File: config.mk
export PLATFORM = sky130hd
export DESIGN_NAME = prefix_expression_evaluator_unit
export DESIGN_NICKNAME = d
export VERILOG_FILES = /design/src/rtl/pee_pkg.sv /design/src/rtl/pee_front.sv /design/src/rtl/pee_queue.sv /design/src/rtl/pee_div.sv /design/src/rtl/pee_back.sv /design/src/rtl/prefix_expression_evaluator_unit.sv
export SDC_FILE = /design/constraint.sdc
export NUM_CORES = 2
export LEC_CHECK = 0
export BUFFER_PORTS_ARGS = -buffer_cell sky130_fd_sc_hd__buf_2
export CORE_MARGIN = 3
export CORE_UTILIZATION = 50
export CTS_BUF_LIST = sky130_fd_sc_hd__clkbuf_16
export DETAILED_ROUTE_END_ITERATION = 7
export PLACE_DENSITY = 0.65
export RECOVER_POWER = 50
export SYNTH_ARGS = -nofsm -noshare
export SYNTH_HDL_FRONTEND = slang
export SYNTH_SLANG_ARGS = --single-unit
File: constraint.sdc
create_clock -name clock -period 13.4 [get_ports clock]
set_input_delay 2.68 -clock clock [delete_from_list [all_inputs] [get_ports clock]]
set_output_delay 2.68 -clock clock [all_outputs]
set_load 0.01 [all_outputs]
File: src/rtl/pee_pkg.sv
// Shared types and codes for the prefix expression evaluator.
package pee_pkg;

   // Operator codes as stored on the pending stack
   localparam logic [1:0] OP_ADD = 2'd0;
   localparam logic [1:0] OP_SUB = 2'd1;
   localparam logic [1:0] OP_MUL = 2'd2;
   localparam logic [1:0] OP_DIV = 2'd3;

   // Input token kinds
   localparam logic [2:0] CMD_OPERAND = 3'd0;
   localparam logic [2:0] CMD_ADD     = 3'd1;
   localparam logic [2:0] CMD_DIV     = 3'd4;

   // Result status codes
   localparam logic [1:0] STATUS_OK   = 2'd0;
   localparam logic [1:0] STATUS_DIV0 = 2'd1;
   localparam logic [1:0] STATUS_OVF  = 2'd2;
   localparam logic [1:0] STATUS_OPEN = 2'd3;

   // Token classes after decode
   localparam logic [1:0] KIND_OPERAND  = 2'd0;
   localparam logic [1:0] KIND_OPERATOR = 2'd1;
   localparam logic [1:0] KIND_IGNORE   = 2'd2;

   typedef struct packed {
      logic [2:0]  cmd;
      logic [29:0] operand_value;
      logic        last_token;
   } req_payload_type;

   typedef struct packed {
      logic signed [31:0] result_value;
      logic [1:0]         status;
   } rsp_payload_type;

   // Decoded token between front and back
   typedef struct packed {
      logic [1:0]  kind;
      logic [1:0]  op;
      logic [29:0] value;
      logic        last;
   } token_type;

   // One pending operator
   typedef struct packed {
      logic [1:0]  op;
      logic        have_first;
      logic [31:0] first;
   } entry_type;

   typedef struct packed {
      logic        start;
      logic [31:0] dividend;
      logic [31:0] divisor;
   } div_cmd_type;

   typedef struct packed {
      logic        done;
      logic [31:0] quotient;
   } div_rsp_type;

endpackage

File: src/rtl/pee_front.sv
// Front stage: accepts requests and decodes them into tokens.
module pee_front (
   input  logic                     clock,
   input  logic                     reset,
   input  logic                     req_valid,
   output logic                     req_ready,
   input  pee_pkg::req_payload_type req_data,
   output logic                     tok_valid,
   input  logic                     tok_ready,
   output pee_pkg::token_type       tok_data
);

   logic               valid_ff, valid_in;
   pee_pkg::token_type tok_ff, tok_in;

   assign req_ready = !valid_ff || tok_ready;
   assign tok_valid = valid_ff;
   assign tok_data  = tok_ff;

   // Decode the token kind and operator code
   always_comb begin
      tok_in       = tok_ff;
      tok_in.value = req_data.operand_value;
      tok_in.last  = req_data.last_token;
      tok_in.op    = 2'(req_data.cmd - pee_pkg::CMD_ADD);
      if (req_data.cmd == pee_pkg::CMD_OPERAND) begin
         tok_in.kind = pee_pkg::KIND_OPERAND;
      end else if (req_data.cmd <= pee_pkg::CMD_DIV) begin
         tok_in.kind = pee_pkg::KIND_OPERATOR;
      end else begin
         tok_in.kind = pee_pkg::KIND_IGNORE;
      end
   end

   always_comb begin
      valid_in = valid_ff;
      if (req_valid && req_ready) begin
         valid_in = 1'b1;
      end else if (tok_ready) begin
         valid_in = 1'b0;
      end
   end

   always_ff @(posedge clock) begin
      if (reset) begin
         valid_ff <= 1'b0;
      end else begin
         valid_ff <= valid_in;
      end
      if (req_valid && req_ready) begin
         tok_ff <= tok_in;
      end
   end

endmodule

File: src/rtl/pee_queue.sv
// Short token queue between the front and back stages.
module pee_queue (
   input  logic               clock,
   input  logic               reset,
   input  logic               in_valid,
   output logic               in_ready,
   input  pee_pkg::token_type in_data,
   output logic               out_valid,
   input  logic               out_ready,
   output pee_pkg::token_type out_data
);

   localparam int DEPTH = 4;
   localparam int PTR_W = $clog2(DEPTH);
   localparam int CNT_W = $clog2(DEPTH + 1);

   pee_pkg::token_type     slot_ff [DEPTH];
   logic [PTR_W-1:0]       wr_ptr_ff, wr_ptr_in;
   logic [PTR_W-1:0]       rd_ptr_ff, rd_ptr_in;
   logic [CNT_W-1:0]       count_ff, count_in;
   logic                   push, pop;

   assign in_ready  = (count_ff != CNT_W'(DEPTH));
   assign out_valid = (count_ff != '0);
   assign out_data  = slot_ff[rd_ptr_ff];
   assign push      = in_valid && in_ready;
   assign pop       = out_valid && out_ready;

   // Pointer and fill count update
   always_comb begin
      wr_ptr_in = push ? wr_ptr_ff + 1'b1 : wr_ptr_ff;
      rd_ptr_in = pop ? rd_ptr_ff + 1'b1 : rd_ptr_ff;
      count_in  = count_ff;
      if (push && !pop) begin
         count_in = count_ff + 1'b1;
      end else if (pop && !push) begin
         count_in = count_ff - 1'b1;
      end
   end

   always_ff @(posedge clock) begin
      if (reset) begin
         wr_ptr_ff <= '0;
         rd_ptr_ff <= '0;
         count_ff  <= '0;
      end else begin
         wr_ptr_ff <= wr_ptr_in;
         rd_ptr_ff <= rd_ptr_in;
         count_ff  <= count_in;
      end
      if (push) begin
         slot_ff[wr_ptr_ff] <= in_data;
      end
   end

endmodule

File: src/rtl/pee_div.sv
// Iterative signed divider, one quotient bit per cycle, truncating toward zero.
module pee_div (
   input  logic                 clock,
   input  logic                 reset,
   input  pee_pkg::div_cmd_type div_cmd,
   output pee_pkg::div_rsp_type div_rsp
);

   logic        busy_ff, busy_in;
   logic        done_ff, done_in;
   logic [4:0]  count_ff, count_in;
   logic [31:0] rem_ff, rem_in;
   logic [31:0] quo_ff, quo_in;
   logic [31:0] dvs_ff, dvs_in;
   logic        neg_ff, neg_in;
   logic [32:0] trial;
   logic [32:0] diff;
   logic        fits;

   assign trial = {rem_ff, quo_ff[31]};
   assign diff  = trial - {1'b0, dvs_ff};
   assign fits  = (trial >= {1'b0, dvs_ff});

   assign div_rsp.done     = done_ff;
   assign div_rsp.quotient = neg_ff ? (32'd0 - quo_ff) : quo_ff;

   // Load magnitudes on start, then one restoring step per cycle
   always_comb begin
      busy_in  = busy_ff;
      done_in  = 1'b0;
      count_in = count_ff;
      rem_in   = rem_ff;
      quo_in   = quo_ff;
      dvs_in   = dvs_ff;
      neg_in   = neg_ff;
      if (div_cmd.start) begin
         busy_in  = 1'b1;
         count_in = '0;
         rem_in   = '0;
         quo_in   = div_cmd.dividend[31] ? (32'd0 - div_cmd.dividend) : div_cmd.dividend;
         dvs_in   = div_cmd.divisor[31] ? (32'd0 - div_cmd.divisor) : div_cmd.divisor;
         neg_in   = div_cmd.dividend[31] ^ div_cmd.divisor[31];
      end else if (busy_ff) begin
         rem_in   = fits ? diff[31:0] : trial[31:0];
         quo_in   = {quo_ff[30:0], fits};
         count_in = count_ff + 1'b1;
         if (count_ff == 5'd31) begin
            busy_in = 1'b0;
            done_in = 1'b1;
         end
      end
   end

   always_ff @(posedge clock) begin
      if (reset) begin
         busy_ff <= 1'b0;
         done_ff <= 1'b0;
      end else begin
         busy_ff <= busy_in;
         done_ff <= done_in;
      end
      count_ff <= count_in;
      rem_ff   <= rem_in;
      quo_ff   <= quo_in;
      dvs_ff   <= dvs_in;
      neg_ff   <= neg_in;
   end

endmodule

File: src/rtl/pee_back.sv
// Back stage: pending-operator stack, arithmetic sequencer and result register.
module pee_back #(
   parameter int STACK_DEPTH = 64
) (
   input  logic                     clock,
   input  logic                     reset,
   input  logic                     tok_valid,
   output logic                     tok_ready,
   input  pee_pkg::token_type       tok_data,
   output logic                     rsp_valid,
   input  logic                     rsp_ready,
   output pee_pkg::rsp_payload_type rsp_data
);

   localparam int LVL_W     = $clog2(STACK_DEPTH + 1);
   localparam int MEM_DEPTH = (STACK_DEPTH > 1) ? STACK_DEPTH - 1 : 1;
   localparam int MIDX_W    = (MEM_DEPTH > 1) ? $clog2(MEM_DEPTH) : 1;

   localparam logic [2:0] S_IDLE = 3'd0;
   localparam logic [2:0] S_EVAL = 3'd1;
   localparam logic [2:0] S_DIVW = 3'd2;
   localparam logic [2:0] S_POP  = 3'd3;
   localparam logic [2:0] S_FILL = 3'd4;
   localparam logic [2:0] S_EMIT = 3'd5;

   // Entries below the top; the top entry lives in top_ff
   pee_pkg::entry_type mem [MEM_DEPTH];

   logic [2:0]               state_ff, state_in;
   logic [LVL_W-1:0]         level_ff, level_in;
   pee_pkg::entry_type       top_ff, top_in;
   logic [31:0]              v_ff, v_in;
   logic                     last_ff, last_in;
   pee_pkg::rsp_payload_type res_ff, res_in;
   logic                     rsp_valid_ff, rsp_valid_in;
   pee_pkg::rsp_payload_type rsp_data_ff, rsp_data_in;
   pee_pkg::entry_type       rd_data_ff;

   logic                     mem_we, mem_re;
   logic [MIDX_W-1:0]        mem_waddr, mem_raddr;
   logic [LVL_W-1:0]         lvl_m1, lvl_m2;
   logic                     stack_full;
   pee_pkg::div_cmd_type     div_cmd;
   pee_pkg::div_rsp_type     div_rsp;

   assign lvl_m1     = level_ff - LVL_W'(1);
   assign lvl_m2     = level_ff - LVL_W'(2);
   assign mem_waddr  = lvl_m1[MIDX_W-1:0];
   assign mem_raddr  = lvl_m2[MIDX_W-1:0];
   assign stack_full = (level_ff == LVL_W'(STACK_DEPTH));

   assign rsp_valid  = rsp_valid_ff;
   assign rsp_data   = rsp_data_ff;

   pee_div u_div (
      .clock   (clock),
      .reset   (reset),
      .div_cmd (div_cmd),
      .div_rsp (div_rsp)
   );

   // Sequencer: take a token, then collapse operators one at a time
   always_comb begin
      state_in          = state_ff;
      level_in          = level_ff;
      top_in            = top_ff;
      v_in              = v_ff;
      last_in           = last_ff;
      res_in            = res_ff;
      tok_ready         = 1'b0;
      mem_we            = 1'b0;
      mem_re            = 1'b0;
      div_cmd.start     = 1'b0;
      div_cmd.dividend  = top_ff.first;
      div_cmd.divisor   = v_ff;
      rsp_valid_in      = rsp_valid_ff && !rsp_ready;
      rsp_data_in       = rsp_data_ff;

      unique case (state_ff)
         S_IDLE: begin
            tok_ready = 1'b1;
            if (tok_valid) begin
               last_in = tok_data.last;
               unique case (tok_data.kind)
                  pee_pkg::KIND_OPERATOR: begin
                     if (stack_full) begin
                        res_in   = '{result_value: '0, status: pee_pkg::STATUS_OVF};
                        level_in = '0;
                        state_in = S_EMIT;
                     end else begin
                        mem_we   = (level_ff != '0);
                        top_in   = '{op: tok_data.op, have_first: 1'b0, first: '0};
                        level_in = level_ff + LVL_W'(1);
                        if (tok_data.last) begin
                           res_in   = '{result_value: '0, status: pee_pkg::STATUS_OPEN};
                           level_in = '0;
                           state_in = S_EMIT;
                        end
                     end
                  end
                  pee_pkg::KIND_OPERAND: begin
                     v_in     = {2'b00, tok_data.value};
                     state_in = S_EVAL;
                  end
                  default: begin
                     if (tok_data.last && level_ff != '0) begin
                        res_in   = '{result_value: '0, status: pee_pkg::STATUS_OPEN};
                        level_in = '0;
                        state_in = S_EMIT;
                     end
                  end
               endcase
            end
         end

         S_EVAL: begin
            priority if (level_ff == '0) begin
               res_in   = '{result_value: v_ff, status: pee_pkg::STATUS_OK};
               state_in = S_EMIT;
            end else if (!top_ff.have_first) begin
               top_in.have_first = 1'b1;
               top_in.first      = v_ff;
               if (last_ff) begin
                  res_in   = '{result_value: '0, status: pee_pkg::STATUS_OPEN};
                  level_in = '0;
                  state_in = S_EMIT;
               end else begin
                  state_in = S_IDLE;
               end
            end else if (top_ff.op == pee_pkg::OP_DIV) begin
               if (v_ff == '0) begin
                  res_in   = '{result_value: '0, status: pee_pkg::STATUS_DIV0};
                  level_in = '0;
                  state_in = S_EMIT;
               end else begin
                  div_cmd.start = 1'b1;
                  state_in      = S_DIVW;
               end
            end else begin
               unique case (top_ff.op)
                  pee_pkg::OP_ADD: v_in = top_ff.first + v_ff;
                  pee_pkg::OP_SUB: v_in = top_ff.first - v_ff;
                  default:         v_in = 32'(top_ff.first * v_ff);
               endcase
               state_in = S_POP;
            end
         end

         S_DIVW: begin
            if (div_rsp.done) begin
               v_in     = div_rsp.quotient;
               state_in = S_POP;
            end
         end

         S_POP: begin
            level_in = lvl_m1;
            if (level_ff > LVL_W'(1)) begin
               mem_re   = 1'b1;
               state_in = S_FILL;
            end else begin
               state_in = S_EVAL;
            end
         end

         S_FILL: begin
            top_in   = rd_data_ff;
            state_in = S_EVAL;
         end

         S_EMIT: begin
            if (!rsp_valid_ff || rsp_ready) begin
               rsp_valid_in = 1'b1;
               rsp_data_in  = res_ff;
               state_in     = S_IDLE;
            end
         end

         default: begin
            state_in = S_IDLE;
         end
      endcase
   end

   // Stack memory: one write and one registered read per cycle
   always_ff @(posedge clock) begin
      if (mem_we) begin
         mem[mem_waddr] <= top_ff;
      end
      if (mem_re) begin
         rd_data_ff <= mem[mem_raddr];
      end
   end

   always_ff @(posedge clock) begin
      if (reset) begin
         state_ff     <= S_IDLE;
         level_ff     <= '0;
         rsp_valid_ff <= 1'b0;
      end else begin
         state_ff     <= state_in;
         level_ff     <= level_in;
         rsp_valid_ff <= rsp_valid_in;
      end
      top_ff      <= top_in;
      v_ff        <= v_in;
      last_ff     <= last_in;
      res_ff      <= res_in;
      rsp_data_ff <= rsp_data_in;
   end

endmodule

File: src/rtl/prefix_expression_evaluator_unit.sv
// Top level of the prefix expression evaluator: front, token queue and back.
//
// Evaluates prefix-notation token streams with 32-bit wrapping arithmetic.
// Requests are decoded by a front register and parked in a four-entry token
// queue, so the input keeps flowing while the back stage works. The back stage
// handles one token at a time: an operator or an ignored token is taken in
// the idle state; an operand goes to evaluation and, for every pending
// operator it completes, through a combine or a divide, a pop and a fill
// of the new top from memory. The iterative divider produces one quotient
// bit per cycle. The operator at the bottom of the stack needs no fill, as
// no memory read follows its pop. A token that ends in a result passes
// through the emit state to load the result register, which then holds the
// result until it is taken. Stack entries live in a memory of STACK_DEPTH-1
// words plus a top register. Errors (divide by zero, overflow, open
// expression) return status with a zero value and empty the stack.
module prefix_expression_evaluator_unit #(
   parameter int STACK_DEPTH = 64
) (
   input  logic                     clock,
   input  logic                     reset,
   input  logic                     req_valid,
   output logic                     req_ready,
   input  pee_pkg::req_payload_type req_data,
   output logic                     rsp_valid,
   input  logic                     rsp_ready,
   output pee_pkg::rsp_payload_type rsp_data
);

   logic               fq_valid, fq_ready;
   pee_pkg::token_type fq_data;
   logic               qb_valid, qb_ready;
   pee_pkg::token_type qb_data;

   pee_front u_front (
      .clock     (clock),
      .reset     (reset),
      .req_valid (req_valid),
      .req_ready (req_ready),
      .req_data  (req_data),
      .tok_valid (fq_valid),
      .tok_ready (fq_ready),
      .tok_data  (fq_data)
   );

   pee_queue u_queue (
      .clock     (clock),
      .reset     (reset),
      .in_valid  (fq_valid),
      .in_ready  (fq_ready),
      .in_data   (fq_data),
      .out_valid (qb_valid),
      .out_ready (qb_ready),
      .out_data  (qb_data)
   );

   pee_back #(
      .STACK_DEPTH (STACK_DEPTH)
   ) u_back (
      .clock     (clock),
      .reset     (reset),
      .tok_valid (qb_valid),
      .tok_ready (qb_ready),
      .tok_data  (qb_data),
      .rsp_valid (rsp_valid),
      .rsp_ready (rsp_ready),
      .rsp_data  (rsp_data)
   );

endmodule

## Word level (Yosys, flattened, before mapping)

Memory sizes are Yosys's and may differ from the RTL's. A register that Yosys moved wholly into a read port is not among the register bits.
Index checks and enable logic that the tools add are counted.

| operators by class | value |
|---|---|
| bitwise logic cells | 2 |
| $mul | 1 |
| magnitude comparators | 3 |
| equality and inequality tests | 31 |
| reduce and logical (&&, ||, !) cells | 40 |
| mux-type cells | 86 |
| $add $sub $neg | 15 |

Operators with widths:

| kind | number |
|---|---|
| $mux W32 | 12 |
| $mux W34 | 9 |
| $pmux W34 S2 | 2 |
| $mux W35 | 3 |
| $pmux W33 S3 | 1 |
| $pmux W32 S3 | 1 |
| $sub A1 B32 Y32 const A | 3 |
| $pmux W32 S2 | 1 |
| $sub A32 B32 Y32 | 2 |
| $mux W7 | 9 |
| $mux W3 | 14 |
| $ge A33 B32 Y1 | 1 |
| $mux W33 | 1 |
| $add A32 B32 Y32 | 1 |
| $logic_not A32 Y1 | 1 |
| $mul A32 B32 Y32 | 1 |
| $mux W31 | 1 |
| $mux W1 | 24 |
| $pmux W7 S3 | 1 |
| $ne A2 B2 Y1 const B | 9 |
| $pmux W3 S6 | 1 |
| $reduce_and A8 Y1 | 2 |
| $pmux W7 S2 | 1 |
| $reduce_bool A3 Y1 | 4 |
| other kinds (44) | 73 |

| word-level totals | value |
|---|---|
| input bits | 38 |
| flip-flop bits (word level) | 294 |
| memories | 2 |
| memory bits (writable) | 2345 |

Memories:

| memory | words | bits a word | read ports | clocked after memory_dff | wr ports | RTL line | source |
|---|---|---|---|---|---|---|---|
| u_back.mem | 63 | 35 | 1 | 1 | 1 | pee_back.sv:27 | `pee_pkg::entry_type mem [MEM_DEPTH];` |
| u_queue.slot_ff | 4 | 35 | 1 | 1 | 1 | pee_queue.sv:17 | `pee_pkg::token_type slot_ff [DEPTH];` |

## Depth between registers and ports, before layout

| depth | value |
|---|---|
| word-level depth | 7 |
| mapped depth | 29 |

## Modules after synthesis

From an unflattened synthesis, not the netlist that was laid out.

| second synthesis, totals | value |
|---|---|
| cells, all modules | 7071 |
| area total of the unflattened synthesis | 123666.1 µm² |

By module, submodules not included:

| module | area each (µm²) | times used | cells an instance | sequential area each (µm²) |
|---|---|---|---|---|
| pee_back | 109198.5 | 1 | 5924 | 71568.6 |
| pee_div | 7754.9 | 1 | 870 | 2732.6 |
| pee_queue | 5567.8 | 1 | 231 | 4384.2 |
| pee_front | 1144.8 | 1 | 46 | 1071.0 |

## Worst setup path after synthesis

OpenSTA, ideal clock, no wires.

| path | value |
|---|---|
| kind | reg2reg |
| from | register u_back.top_ff, in the netlist u_back.div_cmd[43] |
| to | register u_back.v_ff[30], data pin |
| setup slack | 5228 ps |
| library setup time | 264 ps |
| arrival | 7908 ps |
| buffers on the path | 3 |
| cell stages (with the launch flop) | 28 |
| data required time | 13136 ps |
| cells stage by stage | edfxtp_1 > clkbuf_1 > clkbuf_1 > and2_1 > fa_1 > fa_1 > fa_1 > inv_1 > fa_1 > inv_1 > fa_1 > inv_1 > fa_1 > inv_1 > fa_1 > fa_1 > ha_1 > clkbuf_1 > nand2_1 > nor3_1 > a2111oi_0 > o21ai_0 > a41oi_1 > nor4b_1 > o31ai_1 > xor2_1 > a22oi_1 > o21ai_0 |

| between the ends | value |
|---|---|
| word-level cells in the longest chain between the ends | 6 |

RTL lines:

| what | RTL line | source |
|---|---|---|
| start, declared | pee_back.sv:31 | `pee_pkg::entry_type top_ff, top_in;` |
| start signal, assigned | pee_back.sv:205 | `top_ff <= top_in;` |
| $mul A32 B32 Y32, or another cell as far along | pee_back.sv:143 | `default: v_in = 32'(top_ff.first * v_ff);` |
| $pmux W32 S2 (*) | pee_back.sv:140 | `unique case (top_ff.op)` |
| $mux W32 (*) | pee_back.sv:130 | `end else if (top_ff.op == pee_pkg::OP_DIV) begin` |
| $mux W32 (*) | pee_back.sv:120 | `end else if (!top_ff.have_first) begin` |
| $mux W32 (*) | pee_back.sv:117 | `priority if (level_ff == '0) begin` |
| $pmux W32 S3 (*) | pee_back.sv:79 | `unique case (state_ff)` |
| net u_back.v_in[30] | pee_back.sv:32 | `logic [31:0] v_ff, v_in;` |
| end signal, assigned | pee_back.sv:206 | `v_ff <= v_in;` |
| end, declared | pee_back.sv:32 |  |

Mark *: on every way through the listed nets, which the timed path passes. The rest lies on a longest branch. The select of a mux whose other input is x is not followed.
A chain may end at the register's enable or synchronous reset.

## Worst setup path after layout

| path | value |
|---|---|
| from | register u_back.top_ff, in the netlist u_back.div_cmd[36] |
| to | register u_back.v_ff[31], data pin |

The elaborated chain is that of the path after synthesis.

==> summary.md <==
| Metric | Value |
|---|---|
| Reg2reg path depth | 26 |
| Number of synthesized register bits | approximately 2,700 |
| Tcrit/Tclk final | between 80% and 90% |
| Critical path buffers and inverters | 6 |
| Main synth FF type | edfxtp_1 |
| Synth top cells by count | edfxtp_1 (2,616), mux4_2 (715), nand2_1 (476), inv_1 (453), fa_1 (411) |
| CTS Buf Count | 291 |
| Clock Tree Root | clkbuf_16 |
| Post-DP HPWL | ~200,000 um |
| Largest cells by area after synthesis | edfxtp_1 (64%), mux4_2 (13%), fa_1 (6.7%) |
| Terminus of the critical flop-to-flop path | u_back.v_ff[31] |
| Synth warn | 0 |
| CTS sink cnt | about 2,700 |
| Cell with the most instances after synthesis | edfxtp_1 |
| I/O Buffers | 73 |
| Synth area leader | edfxtp_1 |
| Status | complete, but fails checks |
| CTS tree | yes |
| Share of the synthesized area in the top cell type | between 60% and 70% |
| Synth Area in XOR/XNOR | under 10% |
| Measured slew at the worst slew-check pin | 4.82 ns |
| Initial drt markers | ~8,600 |
| WL/cell | 32.1 um |
| Total setup buffers inserted after CTS | 0 |
| Max-cap violation count | 59 |
| Via Count | just under 70,000 |
| Fin. Hold Viols | 0 |
| Initial Util | between 50% and 60% |
| Main combinational cell family by area after synthesis | multiplexers |
| GRT Util Overall | between 20% and 30% |
| Share of cells above drive strength 1 | 19.0% |
| Post-Synth Adder-Cell Area | 8.75% |
| Mapped Cells | 7,091 |
| Worst Hold Depth | 0 |
| Post-synthesis cell type count | 81 |
| Setup TNS | 0 ns |
| Fin crit period | between 10 and 15 ns |
| Core area | about 240,000 sq um |
| Crit-path most repeated cell | fa_1 |
| Reg clk slew, reported paths | about 0.060 ns |
| Via density | between 6 and 7 |
| Final setup violation count | 0 |
| Routability cong. | about 0.9 |
| Die X-Extent | 502 um |
| Post-CTS Hold Buffers | 0 |
| Post-CTS Resized | 0 |
| Flop-to-flop setup slack | between 2 and 2.5 ns |
| Slew headroom | -221% |
| Critical path arrival | between 10 and 15 ns |
| CP max FO | 36 |
| Largest delay share family, worst path | adder cells |
| Mapped cell area | 123,000 sq um |
| Area delta synth->final | 11.1% |
| Crit Path Category | flop to flop |
| Hold EP | u_back.rsp_data[19] |
| Fmax | 0.0903 GHz |
| H-tree Lvls | 5 |
| Post-DP Area | between 100,000 and 150,000 sq um |
| Simple-gate share of the synthesized area | around 5.1% |
| Initial DRT Pass Iterations | 8 |
| Full die area | between 200,000 and 300,000 sq um |
| Multiplexer area fraction after synthesis | between 10% and 20% |
| Nets@finish | around 7,900 |
| Ys async rst share | 0% |
| Required @ worst endpoint | ~14 ns |
| Instance count on the critical path | 26 |
| Remaining DRCs | 0 |
| Synth Area in Compound Gates | between 3 and 4% |
| Final wirelength | 343,000 um |
| ANT nets after route | 0 |
| Slowest stage delay, CP | ~1.8 ns |
| Worst Setup Start Kind | flop |
| Failing checks | capacitance limit, slew limit |
| Setup crit end kind | flop |
| Setup Skew | 0.0799 ns |
| Hold Path Class | flop to flop |
| Max-slew violations | between 2,000 and 3,000 |
| Syn_nets | between 7,000 and 8,000 |
| First-pass GRT wire length | 491,000 um |
| Initial antenna violation count | 19 |
| IO Pins | 74 |
| RSZ-0062 raised after global routing | false |
| Synth Area per Inst | approximately 17 sq um |
| Sequential share of the synthesized area | approximately two thirds |
| Post-synth EDFFs | between 2,000 and 3,000 |
| Worst R2R Start | u_back.div_cmd[36] |
| Final instance area | 137,000 sq um |
| CTS max path bufs | 4 |
| Die Ht | approximately 500 um |
| Worst-Skew Late Latency | 0.95 ns |
| Hold_sp | u_back.res_ff[19] |
| Vias in the first global route | about 68,000 |
| Num rows | around 180 |
| Largest net degree at the start of global routing | ~100 |
| Grt ovf | 0 |
| Slowest cell on the critical path | clkbuf_1 |
cell usage in the layout (no fill, tap or decap), types with 16 or more instances in the layout:
cell type	instances
edfxtp_1	2616
mux4_2	715
inv_1	524
nand2_1	476
fa_1	411
and2_1	317
clkbuf_16	299
ha_1	203
nor2_1	163
xnor2_1	157
buf_4	154
o21ai_0	153
a21oi_1	148
xor2_1	109
buf_2	68
nor2_4	63
clkbuf_1	63
dfxtp_1	58
a211oi_1	46
mux2i_1	45
clkinv_1	45
and3_1	41
nand2b_1	40
nand3_1	34
nor3_1	32
o31ai_1	31
a31oi_1	31
a22o_1	30
clkinv_2	28
a21o_1	23
or3_1	22
a22oi_1	22
nor2b_1	20
a311oi_1	19
o21a_1	18
or4_1	16
bufinv_16	16
kinds of logic after synthesis:
| family | count (synthesis) |
|---|---|
| mux | 762 |
| compound gates | 633 |
| simple gates | 1282 |
| fa+ha+maj | 615 |
| buf+inv | 853 |
| flops | 2676 |
| xor+xnor | 270 |
state kept, by name (all words and copies together) (netlist names), 3 cells and up, named ones only:
register	count
u_back.top_ff	3
u_back.v_ff	32
u_back.u_div.quo_ff	32
u_queue.count_ff	3
u_back.rd_data_ff	35
u_back.u_div.dvs_ff	32
u_back.rsp_data	34
u_back.level_ff	7
u_front.tok_data	35
u_queue.slot_ff	140
u_back.u_div.rem_ff	32
u_back.mem	2205
u_back.res_ff	34
u_back.u_div.count_ff	5
u_back.div_cmd	32
u_back.state_ff	3
routing by layer:
| metal | global-route usage [%] | vias to the layer above | part of all wire (%) |
|---|---|---|---|
| met5 | 0 | - | 0.0038 |
| met2 | 43.6 | 3756 | 47 |
| li1 | - | 27400 | - |
| met3 | 4.73 | 677 | 9.5 |
| met4 | 10.4 | 2 | 4.3 |
| met1 | 38.1 | 35800 | 39 |
how the worst max path moves through the flow:
stage,from,endpoint
2_1_floorplan,u_back.div_cmd[43],u_back.v_ff[30]
3_3_place_gp,u_back.div_cmd[38],u_back.v_ff[31]
3_5_place_dp,u_back.div_cmd[38],u_back.v_ff[30]
4_1_cts,u_back.div_cmd[38],u_back.v_ff[30]
5_1_grt,u_back.div_cmd[36],u_back.v_ff[31]
6_report,u_back.div_cmd[36],u_back.v_ff[31]
through the flow:
| stage | hold slack [ns] | worst slack (ns) | cells | util, % |
|---|---|---|---|---|
| 4_1_cts | 0.418 | 4.24 | 10700 | 56.1 |
| 3_5_place_dp | 0.405 | 4.35 | 10200 | 52.5 |
| 6_report | 0.417 | 2.32 | 10700 | 56.0 |
| 5_1_grt | 0.427 | 2.01 | 10700 | 56.0 |
| 3_3_place_gp | 0.403 | 4.60 | 10200 | 52.5 |
| 2_1_floorplan | 0.400 | 5.23 | 7091 | - |
area by class of cell:
cell class / instances / area (sq um)
antenna: 13 / 32.5
sequential: 2676 / 79800
inverter: 454 / 1700
tap: 3202 / 4010
clock buffer: 299 / 7480
multi-input combinational: 3562 / 40800
clock inverter: 186 / 1270
fill: 18500 / 107000
timing repair buffer: 288 / 1790
Power is left out: the tool's default activity adds up to more than one toggle a clock period on the data nets, which glitch-free logic cannot reach.
